File: src/hdl/pmvs_pkg.sv
// ----------------------------------------------------------------------------
// pmvs_pkg
// shared types, constants and field layouts of the per-slot statistics block
// ----------------------------------------------------------------------------
package pmvs_pkg;

   // defaults of the top level parameters
   localparam int SLOT_COUNT_DEF  = 1024;
   localparam int SAMPLE_BITS_DEF = 24;

   // field widths
   localparam int SLOT_W   = 10;
   localparam int SAMPLE_W = 24;
   localparam int RUN_W    = 11;
   localparam int MPG_W    = 6;
   localparam int SUM_W    = 34;
   localparam int SQ_W     = 58;

   // request codes
   localparam logic [1:0] REQ_ADD    = 2'd0;
   localparam logic [1:0] REQ_REPORT = 2'd1;
   localparam logic [1:0] REQ_CLEAR  = 2'd2;

   // register indexes
   localparam int          CSR_INDEX_W   = 1;
   localparam int          CSR_DATA_W    = 11;
   localparam logic [0:0]  CSR_RUN_COUNT = 1'd0;
   localparam logic [0:0]  CSR_MEMBERS   = 1'd1;

   // iterative unit widths
   localparam int DIV_DW  = 85;
   localparam int DIV_VW  = 40;
   localparam int MUL_AW  = 58;
   localparam int MUL_BW  = 34;
   localparam int MUL_PW  = MUL_AW + MUL_BW;
   localparam int SQRT_XW = 80;
   localparam int SQRT_RW = 40;

   typedef struct packed {
      logic [1:0]          req_type;
      logic [SLOT_W-1:0]   slot;
      logic [SAMPLE_W-1:0] sample;
   } pmvs_req_type;

   typedef struct packed {
      logic [9:0]  group_index;
      logic [4:0]  member_index;
      logic [39:0] mean_q16;
      logic [62:0] variance_q16;
      logic [38:0] stddev_q16;
      logic [21:0] cv_q16;
      logic [23:0] min_sample;
      logic [23:0] max_sample;
   } pmvs_rsp_type;

   typedef struct packed {
      logic [SUM_W-1:0]    sum;
      logic [SQ_W-1:0]     square_sum;
      logic [SAMPLE_W-1:0] min_sample;
      logic [SAMPLE_W-1:0] max_sample;
   } pmvs_entry_type;

   localparam pmvs_entry_type ENTRY_EMPTY = '{
      sum:        '0,
      square_sum: '0,
      min_sample: '1,
      max_sample: '0
   };

endpackage

File: src/hdl/pmvs_sqrt.sv
// ----------------------------------------------------------------------------
// pmvs_sqrt
// digit-by-digit integer square root, one root bit a cycle
// ----------------------------------------------------------------------------
module pmvs_sqrt
   import pmvs_pkg::*;
(
   input  logic               clock,
   input  logic               reset,
   input  logic               start,
   input  logic [SQRT_XW-1:0] radicand,
   output logic               busy,
   output logic               done,
   output logic [SQRT_RW-1:0] root
);

   localparam int CW = $clog2(SQRT_RW);
   localparam int EW = SQRT_RW + 2;

   logic               busy_ff;
   logic               done_ff;
   logic [CW-1:0]      cnt_ff;
   logic [SQRT_XW-1:0] x_ff;
   logic [EW-1:0]      rem_ff;
   logic [SQRT_RW-1:0] root_ff;
   logic [EW-1:0]      trial;
   logic [EW-1:0]      cand;
   logic               ge;

   assign trial = {rem_ff[SQRT_RW-1:0], x_ff[SQRT_XW-1 -: 2]};
   assign cand  = {root_ff, 2'b01};
   assign ge    = trial >= cand;

   always_ff @(posedge clock) begin
      if (reset) begin
         busy_ff <= 1'b0;
         done_ff <= 1'b0;
         cnt_ff  <= '0;
      end else begin
         done_ff <= 1'b0;
         if (start) begin
            busy_ff <= 1'b1;
            cnt_ff  <= CW'(SQRT_RW - 1);
         end else if (busy_ff) begin
            if (cnt_ff == '0) begin
               busy_ff <= 1'b0;
               done_ff <= 1'b1;
            end
            cnt_ff <= cnt_ff - 1'b1;
         end
      end
   end

   always_ff @(posedge clock) begin
      if (start) begin
         x_ff    <= radicand;
         rem_ff  <= '0;
         root_ff <= '0;
      end else if (busy_ff) begin
         x_ff    <= {x_ff[SQRT_XW-3:0], 2'b00};
         rem_ff  <= ge ? trial - cand : trial;
         root_ff <= {root_ff[SQRT_RW-2:0], ge};
      end
   end

   assign busy = busy_ff;
   assign done = done_ff;
   assign root = root_ff;

endmodule

File: config.mk
export PLATFORM = sky130hd
export DESIGN_NAME = pmvs_sqrt
export DESIGN_NICKNAME = d
export VERILOG_FILES = /design/src/hdl/pmvs_pkg.sv /design/src/hdl/pmvs_sqrt.sv
export SDC_FILE = /design/constraint.sdc
export NUM_CORES = 1
export LEC_CHECK = 0
export BUFFER_PORTS_ARGS = -buffer_cell sky130_fd_sc_hd__buf_2
export CORE_MARGIN = 4
export CORE_UTILIZATION = 60
export CTS_CLUSTER_DIAMETER = 30
export DETAILED_ROUTE_END_ITERATION = 7
export PLACE_DENSITY = 0.83
export SLEW_MARGIN = 5
export SYNTH_ARGS = -nofsm -noshare
export SYNTH_HDL_FRONTEND = slang
export SYNTH_SLANG_ARGS = --single-unit
File: constraint.sdc
create_clock -name clock -period 4.9 [get_ports clock]
set_clock_uncertainty 0.2 [all_clocks]
set_input_delay 0.98 -clock clock [delete_from_list [all_inputs] [get_ports clock]]
set_output_delay 0.98 -clock clock [all_outputs]
set_load 0.005 [all_outputs]
After elaboration in Yosys (flattened, before gate mapping):

Index checks and enable logic that the tools add are counted.

* bits in registers: 168
* input port bits: 83
* output and inout bits: 42
* logic and storage cells: 24

* add/sub/neg operators: 2
* $lt $le $gt $ge: 1
* multiplexer cells: 9
* bitwise gates (word level): 1
* reductions and logical operators: 4

Operators with widths (number)
* $mux W80: 2
* $ge A42 B42 Y1: 1
* $mux W40: 1
* $sub A40 B40 Y40: 1
* $mux W6: 2
* $logic_not A6 Y1: 1
* $sub A6 B1 Y6 const B: 1
* $mux W1: 4
* $reduce_or A3 Y1: 1
* $reduce_bool A2 Y1: 1
* $reduce_or A2 Y1: 1
* $not A1 Y1: 1

Logic depth before layout (Yosys ltp):

* depth after elaboration: 4
* mapped depth: 12

Worst setup path before layout:

Ideal clock, no wire load.

* path kind: input port to flip-flop
* start point: input port start
* end point: register x_ff[0] (enable)
* library setup time: 0.433 ns
* arrival: 3.058 ns
* data required time: 4.266 ns
* slack: 1.209 ns
* stages: 4
* path buffers: 2
* path through: clkbuf_1 -> nor2_1 -> clkbuf_1 -> inv_1

* word-level cells in the longest chain between the ends: 1

RTL lines
* from (decl): line pmvs_sqrt.sv:10 `input logic start,`
* $reduce_bool A2 Y1 (no source line)
* to (signal assigned): line pmvs_sqrt.sv:56 `x_ff <= radicand;`
* to (signal assigned): line pmvs_sqrt.sv:60 `x_ff <= {x_ff[SQRT_XW-3:0], 2'b00};`
* to (decl): line pmvs_sqrt.sv:23 `logic [SQRT_XW-1:0] x_ff;`

Every way passes these cells.
A chain may end at the register's enable or synchronous reset.

Final worst setup path:

* start point: register root_ff[23], in the netlist root[23]
* end point: register rem_ff[29]

* word-level cells in the longest chain between the ends: 2

RTL lines
* from (decl): line pmvs_sqrt.sv:25 `logic [SQRT_RW-1:0] root_ff;`
* from (signal assigned): line pmvs_sqrt.sv:62 `root_ff <= {root_ff[SQRT_RW-2:0], ge};`
* $sub A40 B40 Y40 or $ge A42 B42 Y1 (tied branches): line pmvs_sqrt.sv:61, pmvs_sqrt.sv:32
* $mux W40 (*): line pmvs_sqrt.sv:61 `rem_ff <= ge ? trial - cand : trial;`
* to (signal assigned): line pmvs_sqrt.sv:61
* to (decl): line pmvs_sqrt.sv:24 `logic [EW-1:0] rem_ff;`

Mark *: on every way between the ends. The rest lies on a longest branch, timed or not.

==> out/summary.txt <==
Status - finished clean
Hold WC Path Type - flip-flop to flip-flop
Initial DRT Pass Iterations - 5
Synthesized area per cell - 9.96 um^2
Leak Pwr - 4.44 nW
Die area - 17900 um^2
EDFF count, synth - 80
Grt ovf - 0
Fmax - 271 MHz
Final Hold Fails - 0
Total CTS buffers - 17
Clk root buf - clkbuf_16
Finished Cell Area - 10700 um^2
Largest net degree at the start of global routing - 68
Async S/R FF share, synth - 0%
Die height - 134 um
Sequential area share after synthesis - 44.0%
Clock Tree Buf Depth - 2
Critical path capture point type - flip-flop
Ports - 125
VDD IR max - 0.000619 V
Fill cells - 1226
Detail Route Antenna Nets - 0
Syn Nets - 1078
WS Path Type - flip-flop to flip-flop
Post-Syn Area - 9470 um^2
RSZ-0062 raised after global routing - false
Fin. max-slew vios - 0
Final #Nets - 1167
Critical path fanouts, max - 32
Placed Area - 10100 um^2
Synth cell types - 69
Final HPWL DP - 14500 um
Hold Buf Count CTS - 0
RePlAce Congestion - 0.951
Clock slew at reported path FFs - 70 ps
Fin Hold WS - 300 ps
Initial antenna violation count - 0
Worst-Margin Slew - 983 ps
Initial Util - 61.8%
Layout area overhead - 13.5%
DR iter-0 viols - 507
Clock sinks - 168
CP arrival - 3800 ps
Post-CTS setup buffer count - 0
Vias in the first global route - 7040
Die X - 134 um
Max_slew headroom - 34.5%
Drt drc - 0
Setup_tns - 0 ps
Vias per cell - 5.83
CTS tree - done
Drt wl/cell - 16.5 um
DR vias - 7364
Setup Viol. Count Final - 0
Period utilisation layout - 75.2%
FF+latch count, synth - 168
Worst EP required - 5020 ps
Cell count after synthesis - 951
Wirelength, routed - 20900 um
Ant diodes - 0
P per Cell Area - 656 nW/um^2
Startpoint Class - flip-flop
Overall global routing resource usage - 23.4%
Post-CTS resize count - 0
Worst-Skew Late Latency - 430 ps
Max-capacitance violation count - 0
Num rows - 45
CTS H-Tree Depth - 4
Synth warn - 0
First-pass GRT wire length - 34300 um
Min Tclk post-route - 3680 ps
Port bufs - 124
Core Area - 15300 um^2
Ys flop type - dfxtp_1
Share of layout cells above drive strength 1 - 24.0%
==> metal layers <==
layer	global-route usage, %	vias up	wire length, um
met4	7.71	0	403
met1	29.3	3480	8880
met3	8.04	32	1720
met5	0	-	0
met2	38.1	222	9890
li1	-	3630	-
==> layout by cell type, fill, tap and decap left out, types with 6 or more instances in the layout <==
master and count:
o21ai_0 20, inv_1 55, o21bai_1 7, mux2_2 79
buf_2 123, ha_1 44, and3_1 8, nand2b_1 10
o21ai_1 7, xor2_1 16, a21oi_1 44, inv_8 6
nor2_1 100, a221o_1 8, a31oi_1 9, a311oi_1 23
edfxtp_1 80, nor3_1 16, dfxtp_1 87, xnor2_1 22
clkbuf_16 17, nand3_1 16, mux2i_1 43, nand2_1 86
a21o_1 18, nand4_1 11
==> critical path, cell delays in order, from the launching register on <==
cell	delay, ps
dfxtp_1	370
inv_1	60
ha_1	470
nand2_2	160
nor4_2	410
nand2_1	150
nor4_4	260
nor3_2	100
a31oi_4	800
nor2_1	230
a221o_1	350
==> path summary, 6_finish.rpt <==
| check | start | endpoint | slack (ps) | cells after the start |
|---|---|---|---|---|
| worst max-delay path | root[23]$_SDFFE_PP0P_ | rem_ff[29]$_SDFFE_PP0P_ | 1220 | 10 |
| worst max register to register | root[23]$_SDFFE_PP0P_ | rem_ff[29]$_SDFFE_PP0P_ | 1220 | 10 |
| worst min register to register | rem_ff[38]$_SDFFE_PP0P_ | rem_ff[38]$_SDFFE_PP0P_ | 300 | 2 |
| worst min-delay path | rem_ff[38]$_SDFFE_PP0P_ | rem_ff[38]$_SDFFE_PP0P_ | 300 | 2 |
==> state kept, by name (all words and copies together), names as in the netlist <==
signal / cells
cnt_ff: 6
rem_ff: 40
root: 40
done: 1
busy: 1
x_ff: 80
==> per-stage QoR <==
step	power, mW	instances	worst slack, ps	utilization [%]
floorplan	4.96	951	1210	-
global placement	5.57	1232	1290	66.3
detailed placement	5.63	1232	1250	66.3
CTS	7.02	1264	1230	70.1
global route	7.54	1264	877	70.1
finish	7.04	1264	1220	70.1
==> area by class of cell <==
cell class,instances,area (um^2),area share (%)
multi-input combinational,669,4840,45.0
sequential,168,4170,38.8
timing repair buffer,128,669,6.23
clock buffer,17,425,3.96
tap,211,264,2.46
inverter,56,210,1.96
clock inverter,15,170,1.58
==> kinds of logic after synthesis <==
group                    after synthesis  synth area share (%)
AO/OA/AOI/OAI                        187                  14.0
XOR/XNOR                              38                  3.52
adder cells (fa/ha/maj)               44                  5.81
buffers and inverters                114                  4.94
flip-flops                           168                  44.0
multiplexers                         122                  13.9
AND/OR/NAND/NOR                      278                  13.8
==> Yosys cell counts, types with 5 or more instances <==
library cell / n / area, um^2
nand2b_1: 10 / 62.6
and2_1: 5 / 31.3
buf_1: 6 / 22.5
o21bai_1: 7 / 52.6
inv_1: 56 / 210
xnor2_1: 22 / 193
nor3_1: 16 / 80.1
and3_1: 8 / 50.1
clkbuf_1: 31 / 116
a311oi_1: 23 / 201
nand2_1: 86 / 323
mux2i_1: 43 / 430
edfxtp_1: 80 / 2400
dfxtp_1: 88 / 1760
o21ai_1: 7 / 35.0
buf_2: 17 / 85.1
nor2b_1: 5 / 31.3
a21oi_1: 44 / 220
a21o_1: 18 / 135
mux2_2: 79 / 890
xor2_1: 16 / 140
nand4_1: 11 / 68.8
a31oi_1: 9 / 56.3
nand3_1: 16 / 80.1
a221o_1: 8 / 80.1
o21ai_0: 20 / 100
ha_1: 44 / 551
nor2_1: 100 / 375
==> power by group <==
group,switching [mW],internal [mW],leakage (nW),total (mW)
clock,0.637,0.732,0.295,1.37
sequential,0.146,1.68,1.52,1.83
combinational,2.38,1.46,2.63,3.84
No activity file was read; power rests on OpenSTA's default activity.
