==> src/hdl/pmvs_pkg.sv <==
// ----------------------------------------------------------------------------
// pmvs_pkg
// shared types, constants and field layouts of the per-slot statistics block
// ----------------------------------------------------------------------------
package pmvs_pkg;

   // defaults of the top level parameters
   localparam int SLOT_COUNT_DEF  = 1024;
   localparam int SAMPLE_BITS_DEF = 24;

   // field widths
   localparam int SLOT_W   = 10;
   localparam int SAMPLE_W = 24;
   localparam int RUN_W    = 11;
   localparam int MPG_W    = 6;
   localparam int SUM_W    = 34;
   localparam int SQ_W     = 58;

   // request codes
   localparam logic [1:0] REQ_ADD    = 2'd0;
   localparam logic [1:0] REQ_REPORT = 2'd1;
   localparam logic [1:0] REQ_CLEAR  = 2'd2;

   // register indexes
   localparam int          CSR_INDEX_W   = 1;
   localparam int          CSR_DATA_W    = 11;
   localparam logic [0:0]  CSR_RUN_COUNT = 1'd0;
   localparam logic [0:0]  CSR_MEMBERS   = 1'd1;

   // iterative unit widths
   localparam int DIV_DW  = 85;
   localparam int DIV_VW  = 40;
   localparam int MUL_AW  = 58;
   localparam int MUL_BW  = 34;
   localparam int MUL_PW  = MUL_AW + MUL_BW;
   localparam int SQRT_XW = 80;
   localparam int SQRT_RW = 40;

   typedef struct packed {
      logic [1:0]          req_type;
      logic [SLOT_W-1:0]   slot;
      logic [SAMPLE_W-1:0] sample;
   } pmvs_req_type;

   typedef struct packed {
      logic [9:0]  group_index;
      logic [4:0]  member_index;
      logic [39:0] mean_q16;
      logic [62:0] variance_q16;
      logic [38:0] stddev_q16;
      logic [21:0] cv_q16;
      logic [23:0] min_sample;
      logic [23:0] max_sample;
   } pmvs_rsp_type;

   typedef struct packed {
      logic [SUM_W-1:0]    sum;
      logic [SQ_W-1:0]     square_sum;
      logic [SAMPLE_W-1:0] min_sample;
      logic [SAMPLE_W-1:0] max_sample;
   } pmvs_entry_type;

   localparam pmvs_entry_type ENTRY_EMPTY = '{
      sum:        '0,
      square_sum: '0,
      min_sample: '1,
      max_sample: '0
   };

endpackage

==> src/hdl/pmvs_mul.sv <==
// ----------------------------------------------------------------------------
// pmvs_mul
// shift-and-add multiplier, one multiplier bit a cycle
// ----------------------------------------------------------------------------
module pmvs_mul
   import pmvs_pkg::*;
(
   input  logic              clock,
   input  logic              reset,
   input  logic              start,
   input  logic [MUL_AW-1:0] op_a,
   input  logic [MUL_BW-1:0] op_b,
   output logic              busy,
   output logic              done,
   output logic [MUL_PW-1:0] product
);

   localparam int CW = $clog2(MUL_BW);

   logic              busy_ff;
   logic              done_ff;
   logic [CW-1:0]     cnt_ff;
   logic [MUL_PW-1:0] acc_ff;
   logic [MUL_PW-1:0] mcand_ff;
   logic [MUL_BW-1:0] mplier_ff;

   always_ff @(posedge clock) begin
      if (reset) begin
         busy_ff <= 1'b0;
         done_ff <= 1'b0;
         cnt_ff  <= '0;
      end else begin
         done_ff <= 1'b0;
         if (start) begin
            busy_ff <= 1'b1;
            cnt_ff  <= CW'(MUL_BW - 1);
         end else if (busy_ff) begin
            if (cnt_ff == '0) begin
               busy_ff <= 1'b0;
               done_ff <= 1'b1;
            end
            cnt_ff <= cnt_ff - 1'b1;
         end
      end
   end

   always_ff @(posedge clock) begin
      if (start) begin
         acc_ff    <= '0;
         mcand_ff  <= MUL_PW'(op_a);
         mplier_ff <= op_b;
      end else if (busy_ff) begin
         if (mplier_ff[0]) begin
            acc_ff <= acc_ff + mcand_ff;
         end
         mcand_ff  <= {mcand_ff[MUL_PW-2:0], 1'b0};
         mplier_ff <= {1'b0, mplier_ff[MUL_BW-1:1]};
      end
   end

   assign busy    = busy_ff;
   assign done    = done_ff;
   assign product = acc_ff;

endmodule

==> config.mk <==
export PLATFORM = sky130hd
export DESIGN_NAME = pmvs_mul
export DESIGN_NICKNAME = d
export VERILOG_FILES = /design/src/hdl/pmvs_pkg.sv /design/src/hdl/pmvs_mul.sv
export SDC_FILE = /design/constraint.sdc
export NUM_CORES = 1
export LEC_CHECK = 0
export BUFFER_PORTS_ARGS = -buffer_cell sky130_fd_sc_hd__buf_2
export CORE_ASPECT_RATIO = 1.1
export CORE_MARGIN = 5
export CORE_UTILIZATION = 59
export DETAILED_ROUTE_END_ITERATION = 10
export PLACE_DENSITY_LB_ADDON = 0.12
export SYNTH_ARGS = -nofsm -noshare
export SYNTH_HDL_FRONTEND = slang
export SYNTH_SLANG_ARGS = --single-unit
==> constraint.sdc <==
create_clock -name clock -period 3.53 [get_ports clock]
set_input_delay 0.1765 -clock clock [delete_from_list [all_inputs] [get_ports clock]]
set_output_delay 0.1765 -clock clock [all_outputs]
set_load 0.05 [all_outputs]
=== Yosys cells after proc, flatten, opt, wreduce, memory -nomap -nowiden ===
Index checks and enable logic that the tools add are counted.

* Bits in read-only memories: 0
* Register bits after elaboration: 226
* Memories: 0
* Bits in latches: 0
* Logic and storage cells: 26
* RAM bits: 0

* Shift operators: 0
* Magnitude comparators: 0
* Equal/unequal tests: 0
* Reduce and logical (&&, ||, !) cells: 5
* Multiplexer cells: 10
* Add/sub/neg operators: 2
* Multipliers: 0
* Bitwise operators: 1
* Div/mod/pow operators: 0

{| class="wikitable"
|+ Operator list
! cell !! number
|-
| $mux 58 || 2
|-
| $add 92x92->92 || 1
|-
| $mux 34 || 2
|-
| $mux 6 || 2
|-
| $logic_not 6->1 || 1
|-
| $sub 6x1->6 const B || 1
|-
| $mux 1 || 4
|-
| $reduce_or 3->1 || 1
|-
| $reduce_and 2->1 || 1
|-
| $reduce_bool 2->1 || 1
|-
| $reduce_or 2->1 || 1
|-
| $not 1->1 || 1
|}

=== Depth between registers and ports, before layout ===
* Word-level depth: 4
* Mapped depth: 13
* Depth with buffers taken out: 13

=== Worst setup path before layout ===
No wires, ideal clock.

* Path type: reg2reg
* Start: register acc_ff[0], in the netlist product[0]
* End: register acc_ff[86], in the netlist product[86]
* Arrival time: 3.250 ns
* Cell stages (with the launch flop): 14
* Slack: 0.159 ns
* Clock period less this slack: 3.371 ns
* Buffers on the path: 0
* Setup time: 0.122 ns
* Cells stage by stage: dfxtp_1 ha_1 fa_1 a21o_1 a221oi_2 o21a_2 nor4b_4 o31ai_2 o211ai_2 a221oi_2 or2_4 o22a_1 nand2_1 a221o_1

* Cells in the longest elaborated chain, start to end: 1

{| class="wikitable"
|+ Ends and longest elaborated chain
! element !! line !! source
|-
| start: declaration || pmvs_mul.sv:23 || <nowiki>logic [MUL_PW-1:0] acc_ff;</nowiki>
|-
| start signal: assignment || pmvs_mul.sv:54 || <nowiki>acc_ff <= acc_ff + mcand_ff;</nowiki>
|-
| $add 92x92->92 || pmvs_mul.sv:54 ||
|}

No other way between the ends.
A chain may end at the register's enable or synchronous reset.

=== Worst setup path in the final report ===
* Start: register mcand_ff[1]
* End: register acc_ff[87], in the netlist product[87]

* Cells in the longest elaborated chain, start to end: 1

{| class="wikitable"
|+ Ends and longest elaborated chain
! element !! line !! source
|-
| start: declaration || pmvs_mul.sv:24 || <nowiki>logic [MUL_PW-1:0] mcand_ff;</nowiki>
|-
| start signal: assignment || pmvs_mul.sv:50 || <nowiki>mcand_ff <= MUL_PW'(op_a);</nowiki>
|-
| start signal: assignment || pmvs_mul.sv:56 || <nowiki>mcand_ff <= {mcand_ff[MUL_PW-2:0], 1'b0};</nowiki>
|-
| $add 92x92->92 || pmvs_mul.sv:54 ||
|}

No other way between the ends.

==> impl_metrics.sql <==
INSERT INTO impl_metrics (metric_group, metric, value, unit) VALUES
('logic_synthesis', 'netlist_instances', '1523', ''),
('critical_path', 'cp-start-kind', 'flop', ''),
('die', 'chipWidth', '157', 'microns'),
('logic_synthesis', 'synth_sequential_area_ratio', '0.391', ''),
('critical_path', 'path_delay_family', 'compound AO/OA/AOI/OAI gates', ''),
('global_routing', 'overflow', '0', ''),
('layout', 'insertedDiodeCount', '0', ''),
('placed_design', 'globalplace.congestion', '0.923', ''),
('route', 'final_ant_viol_nets', '0', ''),
('placed_design', 'portBuffers', '188', ''),
('timing', 'worst_margin_slew', '910', 'ps'),
('critical_path', 'critical-path-slowest-cell', 'edfxtp_1', ''),
('min_path', 'holdCritPathClass', 'in -> reg', ''),
('placed_design', 'post-dp-hpwl', '27.1', 'mm'),
('die', 'pin_count', '189', ''),
('global_routing', 'grt_antenna_before_repair', '0', ''),
('clocking', 'cts_buffer_depth', '3', ''),
('logic_synthesis', 'avgSynthCellArea', '9.15', 'sq um'),
('timing', 'fraction_of_the_cycle_the_final_worst_path_needs', '0.964', ''),
('timing', 'timing.final.max_slew_violations', '0', ''),
('die', 'die-height', '171', 'microns'),
('route', 'via_count', '12700', ''),
('layout', 'flow.area_growth_from_synthesis', '22.8', '%'),
('global_routing', 'track_usage', '0.289', ''),
('layout', 'fillerInstances', '1751', ''),
('logic_synthesis', 'synth.ff_latch_count', '226', ''),
('global_routing', 'first_pass_grt_wire_length', '63.8', 'mm'),
('critical_path', 'crit_chain', 'ha_1 > a211o_1 > a211o_1 > a41oi_1 > o21ai_1 > a31o_2 > a21o_1 > a21oi_2 > or2_1 > o21ai_1 > xor2_1 > a22o_1', ''),
('min_path', 'hold_path_end', 'mcand_ff[85]', ''),
('die', 'fp.dieArea', '26800', 'sq um'),
('timing', 'timing.slew.headroom', '0.393', ''),
('global_routing', 'grt_start_max_net_pins', '75', ''),
('critical_path', 'timing.critical_path.to_type', 'flop', ''),
('critical_path', 'cp.depth', '12', ''),
('job', 'cap_viol_max_count', '0', ''),
('clocking', 'latest_clock_arrival_within_the_worst_skew_pair', '560', 'ps'),
('layout', 'final_core_util', '0.728', ''),
('route', 'first_pass_iters', '7', ''),
('clocking', 'cts_tree', 'yes', ''),
('placed_design', 'placed_cells_incl_taps', '1974', ''),
('die', 'effective_utilization_at_floorplan', '0.593', ''),
('clocking', 'cts_inserted_buffers', '26', ''),
('critical_path', 'setup.reg_to_reg.worst_slack', '130', 'ps'),
('layout', 'final_area', '17100', 'sq um'),
('critical_path', 'data_required_time_of_the_worst_path', '3980', 'ps'),
('timing', 'period_needed', '3400', 'ps'),
('power', 'ir_drop', '0.000496', 'V'),
('layout', 'fraction_of_final_layout_cells_with_drive_strength_greater_than_1', '0.216', ''),
('critical_path', 'timing.rr.start', 'mcand_ff[1]', ''),
('clocking', 'clkSlewWorstSetupHoldPaths', '70', 'ps'),
('critical_path', 'critical_path_buf_inv_count', '0', ''),
('clocking', 'tritoncts_num_sinks', '226', ''),
('critical_path', 'r2r.worst_path.cells', '12', ''),
('route', 'postRouteWirelength', '39.8', 'mm'),
('logic_synthesis', 'postSynth.topFlopCell', 'dfxtp_1', ''),
('route', 'dr.first_iter.drc_count', '870', ''),
('route', 'drc', '0', ''),
('layout', 'finalNonFillerCells', '2116', ''),
('logic_synthesis', 'mappedNetlistNets', '1712', ''),
('outcome', 'status', 'finished, final reports clean', ''),
('clocking', 'htreeDepth', '1', ''),
('timing', 'fmax', '0.294', 'GHz'),
('critical_path', 'cpPeakStageDelay', '430', 'ps'),
('clocking', 'ctsRootBufferMaster', 'clkbuf_16', ''),
('critical_path', 'critical_path.reg2reg.endpoint', 'product[87]', ''),
('die', 'core_region_area', '23500', 'sq um'),
('route', 'detail_route.wl_per_cell', '18.8', 'microns'),
('timing', 'timing.final.setup_violations', '0', ''),
('placed_design', 'dpl_cell_area', '15300', 'sq um'),
('min_path', 'worstHoldStart', 'start', ''),
('route', 'via_density_per_instance', '5.98', '');
==> per-layer routing <==
metal,part of all wire,wire [microns],GRT usage,up-vias
met4,0.039,1550,0.108,0
met5,0,0,0,-
met3,0.060,2400,0.0443,114
li1,-,-,-,6103
met1,0.42,16500,0.366,5963
met2,0.49,19300,0.499,473
==> cell families after synthesis <==
| kind of cell | after synthesis | synth area share |
|---|---|---|
| simple gates | 448 | 0.144 |
| compound gates | 431 | 0.195 |
| flops | 226 | 0.391 |
| mux | 125 | 0.0979 |
| buf+inv | 112 | 0.0320 |
| fa+ha+maj | 94 | 0.0850 |
| xor+xnor | 87 | 0.0547 |
==> registers in the layout, indices dropped and copies added (netlist names) <==
name,cells
busy,1
cnt_ff,6
done,1
mcand_ff,92
mplier_ff,34
product,92
==> timing repair <==
item                                    4_1_cts  5_1_grt
setup buffers                                 0        1
endpoints found under the setup margin        0       21
hold endpoints to repair                    100        0
resized for setup                             0       13
hold buffers                                 93        0
==> where the power goes <==
group / internal, mW / leakage (nW) / switching [mW]
logic: 0.670 / 5.11 / 1.02
registers: 2.93 / 2.01 / 0.128
clock network: 1.50 / 0.400 / 1.12
total: 5.09 / 7.52 / 2.26
==> area by class of cell <==
cell class / instances / area, sq um / area share
Tap cell: 305 / 382 / 0.0223
Clock inverter: 13 / 108 / 0.00629
Clock buffer: 35 / 714 / 0.0418
Timing Repair Buffer: 329 / 2250 / 0.132
Inverter: 23 / 86.3 / 0.00505
Multi-Input combinational cell: 1185 / 8110 / 0.474
Sequential cell: 226 / 5450 / 0.318
==> how the worst max path moves through the flow <==
| stage | from | end |
|---|---|---|
| finish | mcand_ff[1] | product[87] |
| detailed placement | mcand_ff[0] | product[54] |
| global placement | mcand_ff[53] | product[84] |
| floorplan | product[0] | product[86] |
| CTS | mcand_ff[0] | product[86] |
| global route | mcand_ff[0] | product[88] |
==> stage by stage <==
step           hold slack [ps]  worst slack [ps]  power, mW
3_5_place_dp               452              63.6       4.65
5_1_grt                   13.4             -12.3       7.66
2_1_floorplan              380               159       4.22
6_report                  10.8               126       7.36
4_1_cts                   5.33              32.2       7.33
3_3_place_gp               450               123       4.63
==> worst reg2reg max path, stage by stage, from the launching register on <==
cell and delay, ps:
edfxtp_1 430, ha_1 310, a211o_1 280, a211o_1 350
a41oi_1 230, o21ai_1 160, a31o_2 300, a21o_1 210
a21oi_2 280, or2_1 240, o21ai_1 120, xor2_1 180
a22o_1 200
==> cells in the mapped netlist (5+ instances only) <==
cell | number | share of area
o21ai_0 | 64 | 0.023
nor3_1 | 21 | 0.0075
xor2_1 | 37 | 0.023
edfxtp_1 | 92 | 0.20
xnor2_1 | 50 | 0.031
a211o_1 | 5 | 0.0031
and2_1 | 7 | 0.0031
nor4_1 | 6 | 0.0027
nand4_1 | 35 | 0.016
nand3_1 | 22 | 0.0079
a31oi_1 | 12 | 0.0054
a21o_1 | 46 | 0.025
a21oi_1 | 178 | 0.064
o21a_1 | 11 | 0.0059
nand2_1 | 204 | 0.055
buf_2 | 14 | 0.0050
nor2_1 | 110 | 0.030
o21ai_1 | 9 | 0.0032
or3_1 | 7 | 0.0031
and3_1 | 13 | 0.0058
a22o_1 | 23 | 0.014
o31ai_1 | 5 | 0.0027
mux2_2 | 90 | 0.073
ha_1 | 93 | 0.084
a211oi_1 | 5 | 0.0027
inv_1 | 23 | 0.0062
dfxtp_1 | 134 | 0.19
clkbuf_1 | 64 | 0.017
mux2i_1 | 35 | 0.025
o21bai_1 | 22 | 0.012
buf_1 | 10 | 0.0027
==> placed cells by master (no fill, tap or decap), types with 37 or more instances in the layout <==
| cell type | n |
|---|---|
| dfxtp_1 | 133 |
| nor2_1 | 108 |
| buf_4 | 47 |
| xnor2_1 | 50 |
| ha_1 | 93 |
| edfxtp_1 | 92 |
| dlygate4sd3_1 | 93 |
| o21ai_0 | 63 |
| buf_2 | 187 |
| a21oi_1 | 177 |
| nand2_1 | 203 |
| a21o_1 | 46 |
| xor2_1 | 37 |
| mux2_2 | 90 |
(Power assumes the default switching activity.)
