### src/hdl/pmvs_pkg.sv
// ----------------------------------------------------------------------------
// pmvs_pkg
// shared types, constants and field layouts of the per-slot statistics block
// ----------------------------------------------------------------------------
package pmvs_pkg;

   // defaults of the top level parameters
   localparam int SLOT_COUNT_DEF  = 1024;
   localparam int SAMPLE_BITS_DEF = 24;

   // field widths
   localparam int SLOT_W   = 10;
   localparam int SAMPLE_W = 24;
   localparam int RUN_W    = 11;
   localparam int MPG_W    = 6;
   localparam int SUM_W    = 34;
   localparam int SQ_W     = 58;

   // request codes
   localparam logic [1:0] REQ_ADD    = 2'd0;
   localparam logic [1:0] REQ_REPORT = 2'd1;
   localparam logic [1:0] REQ_CLEAR  = 2'd2;

   // register indexes
   localparam int          CSR_INDEX_W   = 1;
   localparam int          CSR_DATA_W    = 11;
   localparam logic [0:0]  CSR_RUN_COUNT = 1'd0;
   localparam logic [0:0]  CSR_MEMBERS   = 1'd1;

   // iterative unit widths
   localparam int DIV_DW  = 85;
   localparam int DIV_VW  = 40;
   localparam int MUL_AW  = 58;
   localparam int MUL_BW  = 34;
   localparam int MUL_PW  = MUL_AW + MUL_BW;
   localparam int SQRT_XW = 80;
   localparam int SQRT_RW = 40;

   typedef struct packed {
      logic [1:0]          req_type;
      logic [SLOT_W-1:0]   slot;
      logic [SAMPLE_W-1:0] sample;
   } pmvs_req_type;

   typedef struct packed {
      logic [9:0]  group_index;
      logic [4:0]  member_index;
      logic [39:0] mean_q16;
      logic [62:0] variance_q16;
      logic [38:0] stddev_q16;
      logic [21:0] cv_q16;
      logic [23:0] min_sample;
      logic [23:0] max_sample;
   } pmvs_rsp_type;

   typedef struct packed {
      logic [SUM_W-1:0]    sum;
      logic [SQ_W-1:0]     square_sum;
      logic [SAMPLE_W-1:0] min_sample;
      logic [SAMPLE_W-1:0] max_sample;
   } pmvs_entry_type;

   localparam pmvs_entry_type ENTRY_EMPTY = '{
      sum:        '0,
      square_sum: '0,
      min_sample: '1,
      max_sample: '0
   };

endpackage

### src/hdl/pmvs_div.sv
// ----------------------------------------------------------------------------
// pmvs_div
// restoring divider, one quotient bit a cycle
// ----------------------------------------------------------------------------
module pmvs_div
   import pmvs_pkg::*;
(
   input  logic              clock,
   input  logic              reset,
   input  logic              start,
   input  logic [DIV_DW-1:0] dividend,
   input  logic [DIV_VW-1:0] divisor,
   output logic              busy,
   output logic              done,
   output logic [DIV_DW-1:0] quotient,
   output logic [DIV_VW-1:0] remainder
);

   localparam int CW = $clog2(DIV_DW);

   logic              busy_ff;
   logic              done_ff;
   logic [CW-1:0]     cnt_ff;
   logic [DIV_DW-1:0] quo_ff;
   logic [DIV_VW-1:0] rem_ff;
   logic [DIV_VW-1:0] dvs_ff;
   logic [DIV_VW:0]   trial;
   logic              ge;
   logic [DIV_VW-1:0] rem_in;

   assign trial  = {rem_ff, quo_ff[DIV_DW-1]};
   assign ge     = trial >= {1'b0, dvs_ff};
   assign rem_in = ge ? DIV_VW'(trial - {1'b0, dvs_ff}) : trial[DIV_VW-1:0];

   always_ff @(posedge clock) begin
      if (reset) begin
         busy_ff <= 1'b0;
         done_ff <= 1'b0;
         cnt_ff  <= '0;
      end else begin
         done_ff <= 1'b0;
         if (start) begin
            busy_ff <= 1'b1;
            cnt_ff  <= CW'(DIV_DW - 1);
         end else if (busy_ff) begin
            if (cnt_ff == '0) begin
               busy_ff <= 1'b0;
               done_ff <= 1'b1;
            end
            cnt_ff <= cnt_ff - 1'b1;
         end
      end
   end

   always_ff @(posedge clock) begin
      if (start) begin
         quo_ff <= dividend;
         rem_ff <= '0;
         dvs_ff <= divisor;
      end else if (busy_ff) begin
         quo_ff <= {quo_ff[DIV_DW-2:0], ge};
         rem_ff <= rem_in;
      end
   end

   assign busy      = busy_ff;
   assign done      = done_ff;
   assign quotient  = quo_ff;
   assign remainder = rem_ff;

endmodule

### config.mk
export PLATFORM = sky130hd
export DESIGN_NAME = pmvs_div
export DESIGN_NICKNAME = d
export VERILOG_FILES = /design/src/hdl/pmvs_pkg.sv /design/src/hdl/pmvs_div.sv
export SDC_FILE = /design/constraint.sdc
export NUM_CORES = 1
export LEC_CHECK = 0
export ABC_AREA = 1
export BUFFER_PORTS_ARGS = -buffer_cell sky130_fd_sc_hd__buf_2
export CAP_MARGIN = 20
export CORE_ASPECT_RATIO = 0.8
export CORE_MARGIN = 1
export CORE_UTILIZATION = 45
export CTS_BUF_LIST = sky130_fd_sc_hd__clkbuf_8 sky130_fd_sc_hd__clkbuf_16
export DETAILED_ROUTE_END_ITERATION = 6
export GPL_TIMING_DRIVEN = 0
export PLACE_DENSITY = 0.8
export SYNTH_ARGS = -nofsm -noshare
export SYNTH_HDL_FRONTEND = slang
export SYNTH_SLANG_ARGS = --single-unit
### constraint.sdc
create_clock -name clock -period 5.2 [get_ports clock]
set_input_delay 0.52 -clock clock [delete_from_list [all_inputs] [get_ports clock]]
set_output_delay 0.52 -clock clock [all_outputs]
set_load 0.005 [all_outputs]
# [After elaboration in Yosys (flattened, before gate mapping)]
# Index checks and enable logic that the tools add are counted.
[op_classes] bitwise_logic=1 addsub=2 n_lt_le_gt_ge=1 reduce_logical=4 n_mux=9
[op_table] op="two-way mux 85 bit" n=2
[op_table] op="greater-or-equal comparator 41 x 40 -> 1 bit" n=1
[op_table] op="two-way mux 40 bit" n=1
[op_table] op="subtractor 40 bit" n=1
[op_table] op="two-way mux 7 bit" n=2
[op_table] op="logical NOT 7 bit" n=1
[op_table] op="subtractor 7 x 1 -> 7 bit, second input constant" n=1
[op_table] op="two-way mux 1 bit" n=4
[op_table] op="OR reduction 3 bit" n=1
[op_table] op="nonzero test 2 bit" n=1
[op_table] op="OR reduction 2 bit" n=1
[op_table] op="NOT 1 bit" n=1
[word_totals] regBits=174 word_cells=24 out_inout_bits=127 in_bits=128

# [Longest topological paths before layout]
# Gate-level depths: netlist of the first run.
[logic_depth] depth_word=4 mapped_depth=17 depth_no_buf=17

# [Worst setup path before layout of the first run]
# Ideal clock, no wire load.
[synth_path] kind="input -> register" from="in start" to="reg quo_ff[0] (netlist: quotient[0]), enable pin" setup_time_ns=0.483 path_buffers=2 stages=4 arrival_time_ns=3.617 t_required_ns=4.717 path_slack_ns=1.099 path_cell_list="clkbuf_1 nor2_1 inv_1 clkbuf_1"
[synth_between] elab_chain_len=1
[synth_rtl] item="start: declaration" line="pmvs_div.sv:10" source="input logic start,"
[synth_rtl] item="nonzero test 2 bit (no source line)"
[synth_rtl] item="end signal: assignment" line="pmvs_div.sv:57" source="quo_ff <= dividend;"
[synth_rtl] item="end signal: assignment" line="pmvs_div.sv:61" source="quo_ff <= {quo_ff[DIV_DW-2:0], ge};"
[synth_rtl] item="end: declaration" line="pmvs_div.sv:24" source="logic [DIV_DW-1:0] quo_ff;"
# Every way passes these cells.
# A chain may end at the register's enable or synchronous reset.

# [Final worst setup path of the first run]
[layout_path] from="in start" to="reg quo_ff[30] (netlist: quotient[30]), enable pin"
# Same word-level chain as after synthesis.

==> results of run 1 <==
==> state kept, by name, indices dropped and copies added, names as in the netlist <==
register	flops
busy	1
done	1
remainder	40
dvs_ff	40
cnt_ff	7
quotient	85
==> cell type report <==
type	instances	share of cell area
Multi-Input combinational cell	1004	0.3665
Tap cell	306	0.03013
Clock inverter	15	0.01231
Sequential cell	174	0.3726
Buffer	38	0.01585
Timing Repair Buffer	255	0.1022
Clock buffer	17	0.03348
Antenna cell	1	0.0001969
Inverter	226	0.06676
==> logic make-up after synthesis <==
group	Yosys count	share of synthesized area
flip-flops	174	0.4536
AO/OA/AOI/OAI	67	0.03464
AND/OR/NAND/NOR	870	0.3391
buffers and inverters	264	0.1002
adder cells (fa/ha/maj)	43	0.05227
XOR/XNOR	24	0.02014
==> how the worst min path moves through the flow <==
stage / endpoint / cells past startpoint
2_1_floorplan: done / 1
3_3_place_gp: done / 1
3_5_place_dp: cnt_ff[4] / 2
4_1_cts: dvs_ff[28] / 1
5_1_grt: dvs_ff[19] / 1
6_report: dvs_ff[28] / 1
==> per-stage QoR <==
step / instances / utilization / area [um^2] / setup slack [ns] / hold slack (ns)
floorplan: 1442 / - / 10440 / 1.099 / 0.4420
finish: 2036 / 0.5617 / 12710 / 2.039 / 0.2466
global route: 2036 / 0.5617 / 12710 / 1.801 / 0.2283
global placement: 2002 / 0.5345 / 12090 / -1.449 / 0.4571
CTS: 2035 / 0.5616 / 12700 / 2.020 / 0.2322
detailed placement: 2003 / 0.5359 / 12120 / 1.536 / 0.4695
==> cell usage in the layout (no fill, tap or decap), types with 18 or more instances in the layout <==
cell / count
a21oi_1: 27
buf_2: 262
clkbuf_1: 22
dfxtp_1: 49
edfxtp_1: 125
ha_1: 42
inv_1: 216
nand2_1: 649
nand3_1: 94
nand3b_1: 20
nor2_1: 83
o21ai_1: 18
xnor2_1: 22
==> Yosys cell counts, drive strengths merged, types with 4 or more instances <==
| cell | number | share of area |
|---|---|---|
| buf | 15 | 0.011 |
| edfxtp | 125 | 0.36 |
| nand2 | 653 | 0.24 |
| dfxtp | 49 | 0.094 |
| xnor2 | 22 | 0.018 |
| inv | 219 | 0.079 |
| nand4 | 4 | 0.0024 |
| o21ai | 30 | 0.014 |
| a21oi | 27 | 0.013 |
| nand3 | 96 | 0.047 |
| clkbuf | 23 | 0.0083 |
| ha | 42 | 0.050 |
| clkinv | 7 | 0.0025 |
| nand3b | 20 | 0.014 |
| nor2 | 90 | 0.035 |
==> per-layer routing <==
layer,part of all wire,vias to the layer above,GRT usage
li1,-,5030,-
met1,0.46,4389,0.3468
met2,0.44,335,0.3986
met3,0.070,51,0.06327
met4,0.026,0,0.09269
met5,0,-,0
==> report_power, final <==
part           internal (mW)  switching [mW]
sequential              1.62          0.0576
combinational          0.175           0.269
clock                  0.679           0.600
==> reports/qor.tcl, run 1 <==
set qor(run_status) {complete, no violations}
set qor(tritoncts_clock_tree) {done}
set qor(drcViolationCount) 0
set qor(cts_made_buffers) 17
set qor(die_area_um2) 23810
set qor(r2r-start) {quotient[84]}
set qor(synth_seq_cells) 174
set qor(rsz0062_at_grt) {false}
set qor(cp.required_ns) 5.31
set qor(multi_input_area_um2) 4657
set qor(critical-path-top-delay-family) {buffers and inverters}
set qor(synth_area_per_cell_um2) 7.238
set qor(power_density_over_the_cells_nw_per_um2) 267.4
set qor(die-height_um) 138.2
set qor(hold_path_startpoint) {divisor[28]}
set qor(grt.total_usage) 0.2570
set qor(ys_dominant_reg_cell) {edfxtp_1}
set qor(area.sequential_um2) 4735
set qor(ioPinCount) 255
set qor(count_of_unique_library_cells_instantiated_by_yosys) 37
set qor(fin_setup_tns_ns) 0
set qor(timing.critical_path.fanout_max) 69
set qor(drt_first_iter_violations) 600
set qor(first_global_vias) 9193
set qor(critPathSlowestCell) {buf_2}
set qor(cts_root_buf) {clkbuf_16}
set qor(final.period_utilization) 0.6079
set qor(core_area_um2) 22620
set qor(slew_worst_pin_ns) 1.005
set qor(drv_cap) 0
set qor(cp-endpoint) {quotient[30]}
set qor(setup.reg_to_reg.worst_slack_ns) 2.61
set qor(chipWidth_um) 172.3
set qor(ctsHoldBuffers) 0
set qor(cts.reportedPaths.clkPinSlew_ns) 0.08
set qor(fp-row-count) 49
set qor(finalClockSkew_ns) 0.01420
set qor(layout.filler_cells) 2108
set qor(drtAntennaViolNets) 0
set qor(synth-edff-count) 125
set qor(timing.critical_path.buf_inv) 5
set qor(initial_core_util) 0.4614
set qor(reg2regPathDepth) 15
set qor(critical_path.startpoint) {start}
set qor(pin_count_of_the_biggest_net_entering_global_routing) 70
set qor(cts_repair_resized_insts) 0
set qor(crit_cells) 6
set qor(synth_cells) 1442
set qor(dp_hpwl_um) 23510
set qor(synth_async_sr_flop_share) 0
set qor(power.total_mw) 3.398
set qor(critPathCaptureType) {flip-flop}
set qor(yosysWarningCount) 0
set qor(worst_skew_pair.late_latency_ns) 0.44
set qor(min_path_type) {primary input to flip-flop}
set qor(totalWireLength_um) 29530
set qor(drt_pre_antenna_iters) 5
set qor(final_max_slew_viol_count) 0
set qor(report.final.setup_viol) 0
set qor(finalHoldViolCount) 0
set qor(post-cts-setup-buffers) 0
set qor(gpl.final_weighted_congestion) 0.9636
set qor(clkSinkCount) 174
set qor(final_layout_size_suffix_gt1_frac) 0.1845
set qor(antenna_violations_before_repair) 1
set qor(via_count) 9805
set qor(grt_first_pass_wirelength_um) 47220
set qor(final_net_count) 1887
set qor(cpPeakStageDelay_ns) 0.75
set qor(h_tree_depth) 4
set qor(critical_path_cell_by_cell) {buf_2 -> clkbuf_1 -> nor2_1 -> inv_1 -> clkbuf_4 -> buf_16}
set qor(cp-start-kind) {primary input}
set qor(seq_area_frac_synth) 0.4536
set qor(regToRegEndpoint) {remainder[32]}
set qor(cellLeakagePower_nw) 6.901
set qor(total_overflow_reported_by_the_global_router) 0
set qor(fmaxAchievable_mhz) 316.4
set qor(drt-wirelength-per-cell_um) 14.50
set qor(period_needed_ns) 3.161
set qor(synthesis.area_um2) 10440
set qor(areaGrowthSynthToFinish_pct) 21.75
set qor(synth_fp_nets) 1613
set qor(ir_worst_vdd_uv) 222.9
set qor(clockBufferDepth) 2
set qor(critPathKind) {primary input to flip-flop}
set qor(timing.slew.headroom) 0.3301
set qor(worst-endpoint-arrival_ns) 3.27
set qor(buffer_ports.inserted) 254
set qor(post_drt_via_cell_ratio) 4.816
No activity file was read; power rests on OpenSTA's default activity.
==> run 2, diff against run 1 <==
- ABC_AREA: 1 -> 0
- PLACE_DENSITY: 0.8 -> 0.84
- clock period: 5.2 -> 2.6 ns (I/O delays scaled with it)
==> run 2 against run 1 <==
Net effect: the flow now finishes with violations (setup timing); clock skew is 0.0028 ns higher; clock power grew 100%; global-route usage is 0.21 points lower; sequential share of layout area fell by 1.8 points; highest routed layer is now met5.
==> reports/qor.tcl, run 2 <==
set qor(run_status) {finished, violations left}
set qor(violations) {setup timing}
set qor(count_of_unique_library_cells_instantiated_by_yosys) 73
set qor(layout_setup_ws_ns) -0.1737
set qor(seq_area_frac_synth) 0.4940
set qor(power.share.sequential) 0.404
set qor(chipWidth_um) 165.2
set qor(finalHoldViolCount) 0
set qor(critPathKind) {flip-flop to flip-flop}
set qor(dp_hpwl_um) 20110
set qor(cellLeakagePower_nw) 5.572
set qor(clkSinkCount) 174
set qor(ys_dominant_reg_cell) {edfxtp_1}
set qor(largest_register_ff_count) 85
set qor(placement.cell_area_um2) 11240
set qor(synth_most_common_cell) {edfxtp_1}
set qor(layout_commonest_cell) {buf_2}
set qor(synth_fp_nets) 1037
set qor(worst-endpoint-arrival_ns) 3.06
set qor(post_layout_nonfiller_instances) 1497
set qor(drt-wirelength-per-cell_um) 20.29
set qor(final_net_count) 1385
set qor(drv_cap) 0
set qor(synth_area_per_cell_um2) 11.07
set qor(cts_made_buffers) 17
set qor(period_needed_ns) 2.774
set qor(synth_top_cell_area_share) 0.3916
set qor(critPathSlowestCell) {fa_2}
set qor(internal-power_mw) 5.789
set qor(tritoncts_clock_tree) {done}
set qor(most-common-layout-cells) {252 x buf_2, 125 x edfxtp_1, 85 x mux2_2}
set qor(die-height_um) 132.5
set qor(clockBufferDepth) 2
set qor(numPlacedInstances) 1390
set qor(critical_path_cell_by_cell) {inv_1 -> ha_2 -> fa_2 -> nor2b_4 -> o31a_1 -> o211ai_1 -> a21oi_2 -> a21oi_4 -> o41ai_4 -> xnor2_1 -> o221ai_1}
set qor(ir_worst_vdd_uv) 414.6
set qor(synth-edff-count) 125
set qor(cts_root_buf) {clkbuf_16}
set qor(worst_skew_pair.late_latency_ns) 0.45
set qor(drt_first_iter_violations) 750
set qor(totalWireLength_um) 30370
set qor(drtAntennaViolNets) 0
set qor(power.switching_mw) 2.823
set qor(cpPeakStageDelay_ns) 0.43
set qor(gpl.final_weighted_congestion) 0.9497
set qor(post_drt_via_cell_ratio) 5.734
set qor(total_overflow_reported_by_the_global_router) 0
set qor(areaGrowthSynthToFinish_pct) 39.74
set qor(antenna_violations_before_repair) 2
set qor(pin_count_of_the_biggest_net_entering_global_routing) 43
set qor(via_count) 8584
set qor(synth_async_sr_flop_share) 0
set qor(synth.area.top_cells) {edfxtp_1 39%, dfxtp_1 10%, mux2_2 10%, ha_1 5.5%, nor2_1 2.9%}
set qor(timing.slew.headroom) 0.4624
set qor(cp.required_ns) 2.89
set qor(layout.filler_cells) 1577
set qor(h_tree_depth) 4
set qor(yosysWarningCount) 0
set qor(timing.critical_path.fanout_max) 4
set qor(fmaxAchievable_mhz) 360.5
set qor(fin_setup_tns_ns) -3.012
set qor(report.final.setup_viol) 37
set qor(cp-start-kind) {flip-flop}
set qor(rsz0062_at_grt) {true}
set qor(synth_seq_cells) 174
set qor(ioPinCount) 255
set qor(power_density_over_the_cells_nw_per_um2) 643.0
set qor(final.period_utilization) 1.067
set qor(fp-row-count) 47
set qor(slew_worst_pin_ns) 0.8064
set qor(postLayoutCoreUtil) 0.6452
set qor(drcViolationCount) 0
set qor(finalClockSkew_ns) 0.01698
set qor(first_global_vias) 8298
set qor(stdcell_area_um2) 13390
set qor(core_area_um2) 20760
set qor(combPwrFrac) 0.291
set qor(cts.reportedPaths.clkPinSlew_ns) 0.07
set qor(die_area_um2) 21890
set qor(grt.total_usage) 0.2549
set qor(synth_top_cells_by_count) {125 x edfxtp_1, 85 x mux2_2, 74 x nor2_1, 59 x inv_1, 51 x nand2_1}
set qor(min_path_type) {primary input to flip-flop}
set qor(power.clock.fraction) 0.305
set qor(grt_first_pass_wirelength_um) 43210
set qor(drt_pre_antenna_iters) 5
set qor(synth_cells) 866
set qor(critPathCaptureType) {flip-flop}
set qor(final_layout_size_suffix_gt1_frac) 0.4621
set qor(initial_core_util) 0.4617
set qor(buffer_ports.inserted) 253
set qor(synthesis.area_um2) 9584
set qor(synth_top_cell_by_area) {edfxtp_1}
set qor(final_max_slew_viol_count) 0
set qor(switching_share) 0.3278
[run 2: cell count changes after synthesis, sizes merged, moves of 11 or more]
| cell | change |
|---|---|
| a211oi | +24 |
| inv | -160 |
| mux2i | +27 |
| a21o | +11 |
| a21oi | +20 |
| nor2 | -15 |
| nor3 | +15 |
| nand3 | -88 |
| nand3b | -17 |
| mux2 | +85 |
| nand2 | -602 |
[run 2: path summary, 6_finish.rpt]
kind | start | endpoint | slack [ns] | depth (start not counted)
worst min register to register | cnt_ff[1] | cnt_ff[1] | 0.49 | 2
worst min-delay path | divisor[1] | dvs_ff[1] | 0.01 | 1
worst max register to register | quotient[84] | remainder[36] | -0.17 | 11
worst max-delay path | quotient[84] | remainder[36] | -0.17 | 11
[run 2: stage by stage]
step	hold WS, ns	power (mW)	worst slack (ns)
final	0.01255	8.611	-0.1737
after global routing	0.001227	8.933	-0.2583
after global placement	0.4364	5.308	-1.630
after CTS	0.00009079	8.265	-0.05729
after detailed placement	0.4383	5.380	-1.011
after floorplan	0.3589	4.702	0.007232
[run 2: worst max-delay path: cells and delay by family, from the launching register on]
kind | cells | cell delay (ns)
AOI/OAI and AO/OA | 6 | 1.31
xor gates and xnor gates | 1 | 0.17
adders and majority gates | 2 | 0.62
buffers and inverters | 1 | 0.05
DFF | 1 | 0.34
and+or+nand+nor | 1 | 0.14
[run 2: kinds of logic after synthesis]
logic type | count (synthesis) | synth area share
mux | 112 | 0.1281
flops | 174 | 0.4940
xor+xnor | 35 | 0.03198
buf+inv | 102 | 0.04452
simple gates | 210 | 0.1046
compound gates | 190 | 0.1400
fa+ha+maj | 43 | 0.05692
[run 2: layer usage]
layer	part of all wire	GRT usage	wire length (um)
met1	0.40	0.3231	12000
met2	0.48	0.4210	14640
met3	0.088	0.07053	2685
met4	0.034	0.07543	1022
met5	0.00043	0	13
[run 2: final cells by class]
cell class | instances | area (um^2) | share of cell area
Multi-Input combinational cell | 590 | 5180 | 0.3868
Sequential cell | 174 | 4746 | 0.3544
Timing Repair Buffer | 337 | 2058 | 0.1537
Clock buffer | 17 | 425.4 | 0.03176
Tap cell | 269 | 336.6 | 0.02513
Buffer | 34 | 226.5 | 0.01691
Inverter | 59 | 225.2 | 0.01682
Clock inverter | 15 | 187.7 | 0.01401
Timing Repair inverter | 1 | 5.005 | 0.0003737
Antenna cell | 1 | 2.502 | 0.0001868
[run 2: power groups by stage]
stage	Sequential, mW	Clock (mW)	Combinational [mW]
after floorplan	3.50	0	1.20
after CTS	3.46	2.66	2.14
final	3.48	2.62	2.51
after detailed placement	3.51	0	1.87
after global placement	3.51	0	1.80
after global routing	3.51	2.76	2.66
[run 2: repair_timing]
action,CTS,global route
hold buffers,30,4
setup endpoints to repair,136,83
buffers inserted,23,23
gates cloned,1,2
resized for setup,85,106
pin swaps,26,40
hold endpoints to repair,30,4
